[src/rtl/bccfr_pkg.sv]
// ============================================================================
// bccfr_pkg : shared types and constants for the STX/ETX/BCC frame receiver
// Holds the phase encoding, register indexes, reset values and the
// structures passed between the receiver modules.
// ============================================================================
package bccfr_pkg;

    // Largest byte count before a frame is dropped as overlong
    localparam int unsigned MAX_FRAME_BYTES = 50;

    localparam int unsigned BYTE_W  = 8;
    localparam int unsigned INDEX_W = 6;
    localparam int unsigned LEFT_W  = 8;
    localparam int unsigned CFG_INDEX_W = 2;

    // Buffer position that carries the length byte
    localparam logic [INDEX_W-1:0] LEN_INDEX = INDEX_W'(3);

    // Register indexes on the configuration channel
    localparam logic [CFG_INDEX_W-1:0] REG_ACK_CHAR   = 2'd0;
    localparam logic [CFG_INDEX_W-1:0] REG_START_CHAR = 2'd1;
    localparam logic [CFG_INDEX_W-1:0] REG_END_CHAR   = 2'd2;

    localparam logic [BYTE_W-1:0] ACK_CHAR_RST   = 8'h06;
    localparam logic [BYTE_W-1:0] START_CHAR_RST = 8'h02;
    localparam logic [BYTE_W-1:0] END_CHAR_RST   = 8'h03;

    typedef enum logic [3:0] {
        PH_WAIT  = 4'b0001,
        PH_START = 4'b0010,
        PH_LEN   = 4'b0100,
        PH_DATA  = 4'b1000
    } phase_t;

    typedef struct packed {
        logic [BYTE_W-1:0] ack_char;
        logic [BYTE_W-1:0] start_char;
        logic [BYTE_W-1:0] end_char;
    } cfg_t;

    typedef struct packed {
        logic               frame_good;
        logic               ack_pending;
        logic [BYTE_W-1:0]  store_byte;
        logic [INDEX_W-1:0] store_index;
        logic               store_valid;
    } result_t;

endpackage

[src/rtl/bccfr_cfg.sv]
// ============================================================================
// bccfr_cfg : configuration registers of the frame receiver
// Holds the ACK, STX and ETX byte values written over the config channel.
// ============================================================================
module bccfr_cfg
(
    input  logic                               clk,
    input  logic                               rst_n,
    input  logic                               wr_en,
    input  logic [bccfr_pkg::CFG_INDEX_W-1:0]  wr_index,
    input  logic [bccfr_pkg::BYTE_W-1:0]       wr_data,
    output bccfr_pkg::cfg_t                    cfg
);

    bccfr_pkg::cfg_t cfg_reg;
    bccfr_pkg::cfg_t cfg_next;

    always_comb
    begin
        cfg_next = cfg_reg;
        if (wr_en)
        begin
            case (wr_index)
                bccfr_pkg::REG_ACK_CHAR:   cfg_next.ack_char   = wr_data;
                bccfr_pkg::REG_START_CHAR: cfg_next.start_char = wr_data;
                bccfr_pkg::REG_END_CHAR:   cfg_next.end_char   = wr_data;
                default:                   cfg_next = cfg_reg;
            endcase
        end
    end

    always_ff @(posedge clk or negedge rst_n)
    begin
        if (!rst_n)
        begin
            cfg_reg.ack_char   <= bccfr_pkg::ACK_CHAR_RST;
            cfg_reg.start_char <= bccfr_pkg::START_CHAR_RST;
            cfg_reg.end_char   <= bccfr_pkg::END_CHAR_RST;
        end
        else
        begin
            cfg_reg <= cfg_next;
        end
    end

    assign cfg = cfg_reg;

endmodule

[src/rtl/bccfr_core.sv]
// ============================================================================
// bccfr_core : frame parser state and per-byte decode
// Tracks phase, byte count, remaining length, running XOR and previous byte;
// advances once for every byte that moves into the result register.
// ============================================================================
module bccfr_core
(
    input  logic                          clk,
    input  logic                          rst_n,
    input  logic                          advance,
    input  logic [bccfr_pkg::BYTE_W-1:0]  rx_byte,
    input  bccfr_pkg::cfg_t               cfg,
    output bccfr_pkg::result_t            result
);

    bccfr_pkg::phase_t                    phase_reg,  phase_next;
    logic [bccfr_pkg::INDEX_W-1:0]        count_reg,  count_next;
    logic [bccfr_pkg::LEFT_W-1:0]         left_reg,   left_next;
    logic [bccfr_pkg::BYTE_W-1:0]         xor_reg,    xor_next;
    logic [bccfr_pkg::BYTE_W-1:0]         prev_reg,   prev_next;
    logic                                 ack_reg,    ack_next;

    bccfr_pkg::phase_t                    phase_eff;
    logic [bccfr_pkg::LEFT_W-1:0]         left_dec;
    logic                                 good;

    always_comb
    begin
        // Drop an overlong frame before looking at the byte
        phase_eff = (count_reg > bccfr_pkg::INDEX_W'(bccfr_pkg::MAX_FRAME_BYTES))
                    ? bccfr_pkg::PH_WAIT : phase_reg;
        left_dec   = left_reg - bccfr_pkg::LEFT_W'(1);
        good       = 1'b0;
        phase_next = phase_eff;
        count_next = count_reg;
        left_next  = left_reg;
        xor_next   = xor_reg;
        prev_next  = prev_reg;
        ack_next   = ack_reg;

        result.store_valid = 1'b0;
        result.store_index = '0;
        result.store_byte  = '0;

        if (phase_eff == bccfr_pkg::PH_WAIT)
        begin
            if (rx_byte == cfg.ack_char)
            begin
                ack_next   = 1'b1;
                count_next = '0;
                phase_next = bccfr_pkg::PH_START;
            end
        end
        else
        begin
            result.store_valid = 1'b1;
            result.store_index = count_reg;
            result.store_byte  = rx_byte;
            count_next = count_reg + bccfr_pkg::INDEX_W'(1);
            prev_next  = rx_byte;
            xor_next   = xor_reg ^ rx_byte;

            case (phase_eff)
                bccfr_pkg::PH_START:
                begin
                    xor_next   = rx_byte;
                    phase_next = (rx_byte == cfg.start_char) ? bccfr_pkg::PH_LEN
                                                             : bccfr_pkg::PH_WAIT;
                end
                bccfr_pkg::PH_LEN:
                begin
                    if (count_reg == bccfr_pkg::LEN_INDEX)
                    begin
                        left_next  = rx_byte + bccfr_pkg::LEFT_W'(2);
                        phase_next = bccfr_pkg::PH_DATA;
                    end
                end
                bccfr_pkg::PH_DATA:
                begin
                    left_next = left_dec;
                    if (left_dec == '0)
                    begin
                        // Last byte is the BCC; the one before must be ETX
                        if (prev_reg == cfg.end_char && xor_reg == rx_byte)
                        begin
                            good     = 1'b1;
                            ack_next = 1'b0;
                        end
                        phase_next = bccfr_pkg::PH_WAIT;
                    end
                end
                default:
                begin
                    phase_next = bccfr_pkg::PH_WAIT;
                end
            endcase
        end

        result.ack_pending = ack_next;
        result.frame_good  = good;
    end

    always_ff @(posedge clk or negedge rst_n)
    begin
        if (!rst_n)
        begin
            phase_reg <= bccfr_pkg::PH_WAIT;
            count_reg <= '0;
            left_reg  <= '0;
            xor_reg   <= '0;
            prev_reg  <= '0;
            ack_reg   <= 1'b0;
        end
        else if (advance)
        begin
            phase_reg <= phase_next;
            count_reg <= count_next;
            left_reg  <= left_next;
            xor_reg   <= xor_next;
            prev_reg  <= prev_next;
            ack_reg   <= ack_next;
        end
    end

endmodule

[src/rtl/ack_stx_len_etx_bcc_frame_receiver_unit.sv]
// ============================================================================
// ack_stx_len_etx_bcc_frame_receiver_unit : ACK/STX/LEN/ETX/BCC frame receiver
// Takes received bytes, recognizes response frames and reports every stored
// byte with its buffer index, the ack-pending flag and a frame-good pulse.
// ============================================================================
// Path: a byte accepted on s_axis waits in the input register until the result
//   register is empty or its beat is taken, then moves there and shows on m_axis.
// Throughput: one byte per cycle; the input register and the result register
//   each take a beat while the next stage holds, so only m_tready low stalls.
// Reset: rst_n clears phase to waiting for ACK, counters, XOR, ack flag and
//   both valid bits, and loads the config defaults (ACK 0x06, STX 0x02, ETX 0x03).
module ack_stx_len_etx_bcc_frame_receiver_unit
(
    input  logic        clk,
    input  logic        rst_n,

    // Received byte stream
    input  logic        s_tvalid,
    output logic        s_tready,
    input  logic [7:0]  s_tdata,   // [7:0] rx_byte

    // Result stream
    output logic        m_tvalid,
    input  logic        m_tready,
    output logic [23:0] m_tdata,   // [0] store_valid, [6:1] store_index,
                                   // [14:7] store_byte, [15] ack_pending,
                                   // [16] frame_good, [23:17] zero

    // Configuration writes
    input  logic        cfg_valid,
    output logic        cfg_ready,
    input  logic [1:0]  cfg_index, // 0 ack_char, 1 start_char, 2 end_char
    input  logic [7:0]  cfg_data
);

    bccfr_pkg::cfg_t       cfg;
    bccfr_pkg::result_t    result;

    logic                  in_valid_reg;
    logic [7:0]            in_byte_reg;
    logic                  out_valid_reg;
    bccfr_pkg::result_t    out_result_reg;

    logic                  advance;

    // Writes are registered in the config block; the channel never backs up
    assign cfg_ready = 1'b1;

    bccfr_cfg u_cfg
    (
        .clk      (clk),
        .rst_n    (rst_n),
        .wr_en    (cfg_valid & cfg_ready),
        .wr_index (cfg_index),
        .wr_data  (cfg_data),
        .cfg      (cfg)
    );

    // Move a held byte into the result register whenever that register is
    // empty or its beat is being taken this cycle
    assign advance  = in_valid_reg & (~out_valid_reg | m_tready);
    assign s_tready = ~in_valid_reg | advance;

    always_ff @(posedge clk or negedge rst_n)
    begin
        if (!rst_n)
        begin
            in_valid_reg <= 1'b0;
        end
        else if (s_tready)
        begin
            in_valid_reg <= s_tvalid;
        end
    end

    // Byte payload needs no reset
    always_ff @(posedge clk)
    begin
        if (s_tready & s_tvalid)
        begin
            in_byte_reg <= s_tdata;
        end
    end

    // Parser state steps exactly once per byte that advances
    bccfr_core u_core
    (
        .clk     (clk),
        .rst_n   (rst_n),
        .advance (advance),
        .rx_byte (in_byte_reg),
        .cfg     (cfg),
        .result  (result)
    );

    always_ff @(posedge clk or negedge rst_n)
    begin
        if (!rst_n)
        begin
            out_valid_reg <= 1'b0;
        end
        else if (advance)
        begin
            out_valid_reg <= 1'b1;
        end
        else if (m_tready)
        begin
            out_valid_reg <= 1'b0;
        end
    end

    always_ff @(posedge clk)
    begin
        if (advance)
        begin
            out_result_reg <= result;
        end
    end

    assign m_tvalid = out_valid_reg;
    assign m_tdata  = {7'd0, out_result_reg};

    // A good frame always clears the ack flag in the same beat
    a_good_clears_ack: assert property (@(posedge clk) disable iff (!rst_n)
        (m_tvalid && out_result_reg.frame_good) |-> !out_result_reg.ack_pending)
        else $error("frame_good with ack_pending still set");

    // A good frame ends on a stored check byte
    a_good_is_stored: assert property (@(posedge clk) disable iff (!rst_n)
        (m_tvalid && out_result_reg.frame_good) |-> out_result_reg.store_valid)
        else $error("frame_good on a byte that was not stored");

    // Bytes that are not stored report zero index and data
    a_nostore_zero: assert property (@(posedge clk) disable iff (!rst_n)
        (m_tvalid && !out_result_reg.store_valid)
            |-> (out_result_reg.store_index == '0 && out_result_reg.store_byte == '0))
        else $error("unstored byte carries nonzero index or data");

    // A byte taken in while the input register is full must have advanced
    a_no_overwrite: assert property (@(posedge clk) disable iff (!rst_n)
        (s_tvalid && s_tready && in_valid_reg) |-> advance)
        else $error("input register overwritten before it advanced");

endmodule
[config.mk]
export PLATFORM = sky130hd
export DESIGN_NAME = ack_stx_len_etx_bcc_frame_receiver_unit
export DESIGN_NICKNAME = d
export VERILOG_FILES = /design/src/rtl/bccfr_pkg.sv /design/src/rtl/bccfr_cfg.sv /design/src/rtl/bccfr_core.sv /design/src/rtl/ack_stx_len_etx_bcc_frame_receiver_unit.sv
export SDC_FILE = /design/constraint.sdc
export NUM_CORES = 1
export LEC_CHECK = 0
export ABC_AREA = 0
export BUFFER_PORTS_ARGS = -buffer_cell sky130_fd_sc_hd__buf_2
export CAP_MARGIN = 10
export CORE_ASPECT_RATIO = 2
export CORE_MARGIN = 8
export CORE_UTILIZATION = 35
export DETAILED_ROUTE_END_ITERATION = 12
export PLACE_DENSITY = 0.59
export SYNTH_ARGS = -nofsm -noshare
export SYNTH_HDL_FRONTEND = slang
export SYNTH_SLANG_ARGS = --single-unit
[constraint.sdc]
create_clock -name clk -period 5.4 [get_ports clk]
set_input_delay 0.81 -clock clk [delete_from_list [all_inputs] [get_ports clk]]
set_output_delay 0.81 -clock clk [all_outputs]
set_load 0.02 [all_outputs]
==> flow_metrics.py, run 1 <==
metrics = {
    "run_status": {
        "status": "complete, no violations",
    },
    "grt": {
        "grt_remaining_overflow": 0,
        "grt_pass1_vias": 3114,
        "grt_pass1_wl_um": 16200,
        "grt_max_degree": 62,
        "track_usage_pct": 12.8,
        "antenna_found_initial": 0,
    },
    "job": {
        "cap_violations": 0,
    },
    "drt": {
        "via_per_inst": 5.34,
        "drtIter0Drc": 166,
        "num_vias": 2944,
        "drcViolationCount": 0,
        "wl_per_cell_um": 18.4,
        "drtAntennaViolNets": 0,
        "drt_first_pass_iters": 5,
        "drt_wl_total_um": 10100,
    },
    "power": {
        "leakage_nw": 2.08,
        "ir_drop_mv": 0.178,
        "power_density_nw_per_um2": 395,
    },
    "sta": {
        "fmax_ghz": 0.347,
        "fin_crit_sh_pct": 53.4,
        "hold_ws_ns": 0.505,
        "worst_pin_slew_ns": 1.17,
        "slew_violations": 0,
        "min_period_ns": 2.88,
        "final-setup-viol-count": 0,
        "setup_tns_ns": 0,
        "hold_violations": 0,
        "grt_setup_unrepaired": "false",
        "finalClockSkew_ns": 0.00901,
        "slew_headroom_pct": 21.1,
    },
    "setup_path": {
        "start_kind": "flop",
        "critical_path.top_delay_family": "simple AND/OR/NAND/NOR gates",
        "r2r_slack_ns": 2.52,
        "critical-path-slowest-cell": "nor3_2",
        "crit_required_ns": 5.63,
        "cp_max_fo": 18,
        "slowest_delay_ns": 0.94,
        "crit_chain": "inv_1, ha_1, nor2b_1, o311a_4, nor3_2, buf_4, o21ai_0, a22o_1",
        "timing.rr.end": "u_core.xor_reg[6]",
        "crit_type": "reg2reg",
        "worst_r2r_startpoint": "u_core.count_reg[0]",
        "r2r_cells": 8,
        "path_buf_inv": 2,
        "worstSetupEndpointType": "flop",
        "arrival_ns": 3.11,
    },
    "clocking": {
        "clkSlewWorstSetupHoldPaths_ns": 0.07,
        "htree_num_levels": 3,
        "clock_latency_ns": 0.34,
        "cts_sinks": 86,
        "root_buffer": "clkbuf_16",
        "ctsResizeCount": 0,
        "cts_tree": "built",
        "post_cts_buffers": 0,
        "cts_inserted_buffers": 9,
        "cts.path.max_buffers": 2,
        "cts_hold_buf": 0,
    },
    "die": {
        "coreArea_um2": 12500,
        "die_h_um": 175,
        "ios": 50,
        "die_w_um": 95.7,
        "core.rowCount": 58,
        "dieArea_um2": 16800,
        "start_util_pct": 35.6,
    },
    "logic_synthesis": {
        "synth_edf_count": 25,
        "yosys.cell_types.count": 56,
        "async_flop_share_pct": 70.9,
        "synth_flop_cell": "dfrtp_1",
        "ys_warn_count": 0,
        "synth.yosys.seq_area_share_pct": 51.4,
        "synth_seq_cells": 86,
        "synth_area_leader_cell": "dfrtp_1",
        "synth_cells": 366,
        "ys_top_cells_by_area": "dfrtp_1 (31%), edfxtp_1 (17%), mux2_2 (11%)",
        "yosysTopAreaCellShare_pct": 31.0,
        "synth_area_um2": 4440,
        "synth_area_per_cell_um2": 12.1,
    },
    "cells_and_area": {
        "final_cell_mix": "dfrtp_1 (55), mux2_2 (44), buf_2 (41)",
        "area_growth_pct": 13.0,
        "drive_above_1_share_pct": 30.9,
        "fin_nets": 424,
        "largest_register_ffs": 24,
        "mostFrequentLayoutCell": "dfrtp_1",
        "n_antenna_cell": 0,
    },
    "worst_hold_path": {
        "hold_class": "reg2reg",
        "hold_start": "in_valid_reg",
        "min_to": "m_tvalid",
        "whs_path_depth": 1,
    },
    "placed_design": {
        "port_buffers": 41,
        "dp_hpwl_um": 7520,
        "routabilityCongestion": 0.853,
    },
}
==> Yosys cell counts (4+ instances only) <==
| master | n |
|---|---|
| dfrtp_1 | 55 |
| mux2_2 | 44 |
| edfxtp_1 | 25 |
| xor2_1 | 20 |
| xnor2_1 | 19 |
| and3_1 | 15 |
| o21ai_0 | 14 |
| a22o_1 | 13 |
| buf_2 | 12 |
| nand2_1 | 10 |
| nand4_1 | 9 |
| buf_4 | 8 |
| clkbuf_1 | 8 |
| nand3_1 | 8 |
| nor2_1 | 8 |
| a21oi_1 | 7 |
| inv_1 | 7 |
| dfstp_2 | 6 |
| o211ai_1 | 6 |
| ha_1 | 5 |
| nor2b_1 | 5 |
| nor3_1 | 5 |
| nor4_1 | 5 |
| mux2i_1 | 4 |
| nand2b_1 | 4 |
==> where the power goes <==
group / total (mW) / switching, mW / internal (mW)
Clock: 0.639 / 0.257 / 0.382
Sequential: 0.937 / 0.121 / 0.815
Combinational: 0.410 / 0.199 / 0.211
==> layout make-up <==
type | instances | area, um^2
fillers | 1223 | 7460
flip-flops and latches | 86 | 2280
multi-input cells | 248 | 1980
clock buffers | 13 | 293
repair buffers | 44 | 228
well taps | 150 | 188
inverters | 7 | 26.3
clock inverters | 3 | 21.3
==> worst max-delay path by stage <==
stage	start	endpoint	depth (start not counted)
finish	u_core.count_reg[0]	u_core.xor_reg[6]	8
global route	u_core.count_reg[0]	u_core.xor_reg[2]	8
CTS	u_core.count_reg[0]	u_core.xor_reg[0]	8
detailed placement	m_tready	u_core.xor_reg[7]	7
global placement	m_tready	u_core.xor_reg[0]	7
floorplan	m_tready	u_core.left_reg[1]	8
==> metal layers <==
layer / part of all wire, % / track usage [%] / vias to the layer above
li1: - / - / 1388
met1: 36 / 12.5 / 1471
met2: 56 / 22.6 / 58
met3: 2.8 / 2.31 / 27
met4: 5.2 / 10.0 / 0
met5: 0 / 0 / -
==> kinds of logic after synthesis <==
kind of cell,Yosys count,synth area share [%]
adder cells (fa/ha/maj),5,1.41
AND/OR/NAND/NOR,93,13.3
buffers and inverters,38,4.73
other,2,0.169
flip-flops,86,51.4
AO/OA/AOI/OAI,55,9.26
multiplexers,48,12.0
XOR/XNOR,39,7.69
==> stage by stage <==
stage	setup WS [ns]	utilization, %	total power [mW]	area [um^2]	cells
after floorplan	3.00	-	1.25	4470	372
after global placement	2.44	37.7	1.35	4710	535
after detailed placement	2.36	37.7	1.36	4710	535
after CTS	2.54	40.2	2.01	5020	551
after global routing	2.31	40.2	2.09	5020	551
final	2.52	40.2	1.99	5020	551
==> worst register-to-register path, cell delays in order, from the launching register on <==
cell and delay [ns]:
dfrtp_1 0.42, inv_1 0.09, ha_1 0.15, nor2b_1 0.07
o311a_4 0.36, nor3_2 0.94, buf_4 0.38, o21ai_0 0.12
a22o_1 0.26
Note: power is estimated with default switching activity, not from simulation.
==> run 2: changes to the inputs <==
==> constraint.sdc (replaced) <==
create_clock -name clk -period 2.7 [get_ports clk]
set_input_delay 0.405 -clock clk [delete_from_list [all_inputs] [get_ports clk]]
set_output_delay 0.405 -clock clk [all_outputs]
set_load 0.02 [all_outputs]
==> run 2 against run 1 <==
  * Maximum frequency up 25%
  * First-iteration DRC count up 26%
  * Critical path depth down 1
  * Combinational power up 110%
  * Wire length up 8.2%
  * Count of clock-buffer cells in the layout down 4
  * Via count up 3.8%
  * Total power up 100%
==> flow_metrics.py, run 2 (same netlist as run 1, synthesis figures left out) <==
metrics = {
    "power": {
        "total_power_mw": 3.96,
        "power.internal_mw": 2.72,
        "leakage_nw": 2.13,
        "switching_share_pct": 31.3,
        "sequentialPowerShare_pct": 47.3,
        "p_comb_share_pct": 22.0,
        "ir_drop_mv": 0.460,
        "p_switching_mw": 1.24,
        "pwr-share-clk_pct": 30.7,
        "power_density_nw_per_um2": 777,
    },
    "cells_and_area": {
        "final_core_util_pct": 40.8,
        "fin_area_um2": 5100,
        "mostFrequentLayoutCell": "dfrtp_1",
        "final_cells": 563,
        "fillCellCount": 1202,
        "final_cell_mix": "dfrtp_1 (55), mux2_2 (44), buf_2 (41)",
        "drive_above_1_share_pct": 33.2,
        "area_growth_pct": 14.7,
        "fin_nets": 436,
        "n_antenna_cell": 0,
        "largest_register_ffs": 24,
    },
    "grt": {
        "grt_pass1_vias": 3205,
        "grt_remaining_overflow": 0,
        "antenna_found_initial": 0,
        "grt_max_degree": 34,
        "grt_pass1_wl_um": 17800,
        "track_usage_pct": 14.0,
    },
    "die": {
        "ios": 50,
        "die_h_um": 175,
        "core.rowCount": 58,
        "start_util_pct": 35.6,
        "die_w_um": 95.7,
        "dieArea_um2": 16800,
        "coreArea_um2": 12500,
    },
    "clocking": {
        "post_cts_buffers": 0,
        "cts_inserted_buffers": 9,
        "clock_latency_ns": 0.34,
        "cts_tree": "built",
        "cts_sinks": 86,
        "ctsResizeCount": 0,
        "cts.path.max_buffers": 2,
        "root_buffer": "clkbuf_16",
        "cts_hold_buf": 0,
        "clkSlewWorstSetupHoldPaths_ns": 0.07,
        "htree_num_levels": 3,
    },
    "drt": {
        "num_vias": 3057,
        "drcViolationCount": 0,
        "wl_per_cell_um": 19.5,
        "drt_wl_total_um": 11000,
        "via_per_inst": 5.43,
        "drtIter0Drc": 209,
        "drtAntennaViolNets": 0,
        "drt_first_pass_iters": 4,
    },
    "placed_design": {
        "port_buffers": 41,
        "routabilityCongestion": 0.859,
        "placed_area_um2": 4810,
        "post-place-ws_ns": 0.425,
        "dp_hpwl_um": 8290,
        "dp.cells": 547,
    },
    "sta": {
        "setup_tns_ns": 0,
        "fmax_ghz": 0.433,
        "final-setup-viol-count": 0,
        "fin_crit_sh_pct": 85.5,
        "worst_pin_slew_ns": 0.740,
        "min_period_ns": 2.31,
        "hold_ws_ns": 0.121,
        "slew_violations": 0,
        "layout_setup_ws_ns": 0.390,
        "finalClockSkew_ns": 0.00855,
        "grt_setup_unrepaired": "false",
        "slew_headroom_pct": 50.6,
        "hold_violations": 0,
    },
    "setup_path": {
        "crit_required_ns": 2.79,
        "worstSetupEndpointType": "flop",
        "r2r_cells": 7,
        "crit_type": "reg2reg",
        "cp_max_fo": 6,
        "arrival_ns": 2.40,
        "start_kind": "flop",
    },
    "job": {
        "cap_violations": 0,
    },
    "run_status": {
        "status": "complete, no violations",
    },
    "worst_hold_path": {
        "hold_class": "in2async",
    },
}
[run 2: cell types whose count changed in the layout (fill, tap and decap cells not counted)]
| cell | change |
|---|---|
| buf_12 | +1 |
| buf_4 | +11 |
| clkbuf_1 | -1 |
| clkbuf_16 | -2 |
| clkbuf_8 | -1 |
| clkinvlp_4 | +1 |
| inv_4 | -2 |
| inv_6 | +3 |
| inv_8 | +2 |
[run 2: layout make-up]
type | count | area [um^2] | area share [%]
sequential | 86 | 2280 | 44.8
multi-input combinational | 248 | 1980 | 38.8
timing repair buffer | 56 | 330 | 6.48
clock buffer | 9 | 225 | 4.42
tap | 150 | 188 | 3.68
clock inverter | 7 | 65.1 | 1.28
inverter | 7 | 26.3 | 0.515
[run 2: worst max-delay path, stage by stage (launching register included)]
cell and delay (ns):
dfrtp_1 0.41, inv_1 0.11, ha_1 0.25, or3b_2 0.56
o21ai_0 0.19, nand4_1 0.15, nor4_2 0.32, nor2_1 0.08
[run 2: power groups by stage]
stage / Clock (mW) / Combinational [mW] / Sequential, mW
floorplan: 0 / 0.646 / 1.85
global placement: 0 / 0.866 / 1.89
detailed placement: 0 / 0.880 / 1.89
CTS: 1.25 / 0.885 / 1.87
global route: 1.30 / 0.965 / 1.91
finish: 1.22 / 0.872 / 1.87
[run 2: worst paths after layout]
kind	from	slack, ns	endpoint
setup / recovery	u_core.left_reg[0]	0.39	m_tdata[15]
hold / removal	rst_n	0.12	u_core.xor_reg[7]
setup reg to reg	u_core.left_reg[0]	0.39	m_tdata[15]
hold reg to reg	in_valid_reg	0.50	m_tvalid
max in group asynchronous	rst_n	1.89	u_core.phase_reg[0]
min in group clk	s_tdata[1]	0.24	in_byte_reg[1]
[run 2: per-layer routing]
layer | wire length [um] | vias to the layer above | GRT usage [%]
li1 | - | 1424 | -
met1 | 3710 | 1547 | 13.6
met2 | 6640 | 67 | 26.9
met3 | 331 | 19 | 1.88
met4 | 289 | 0 | 6.91
met5 | 0 | - | 0
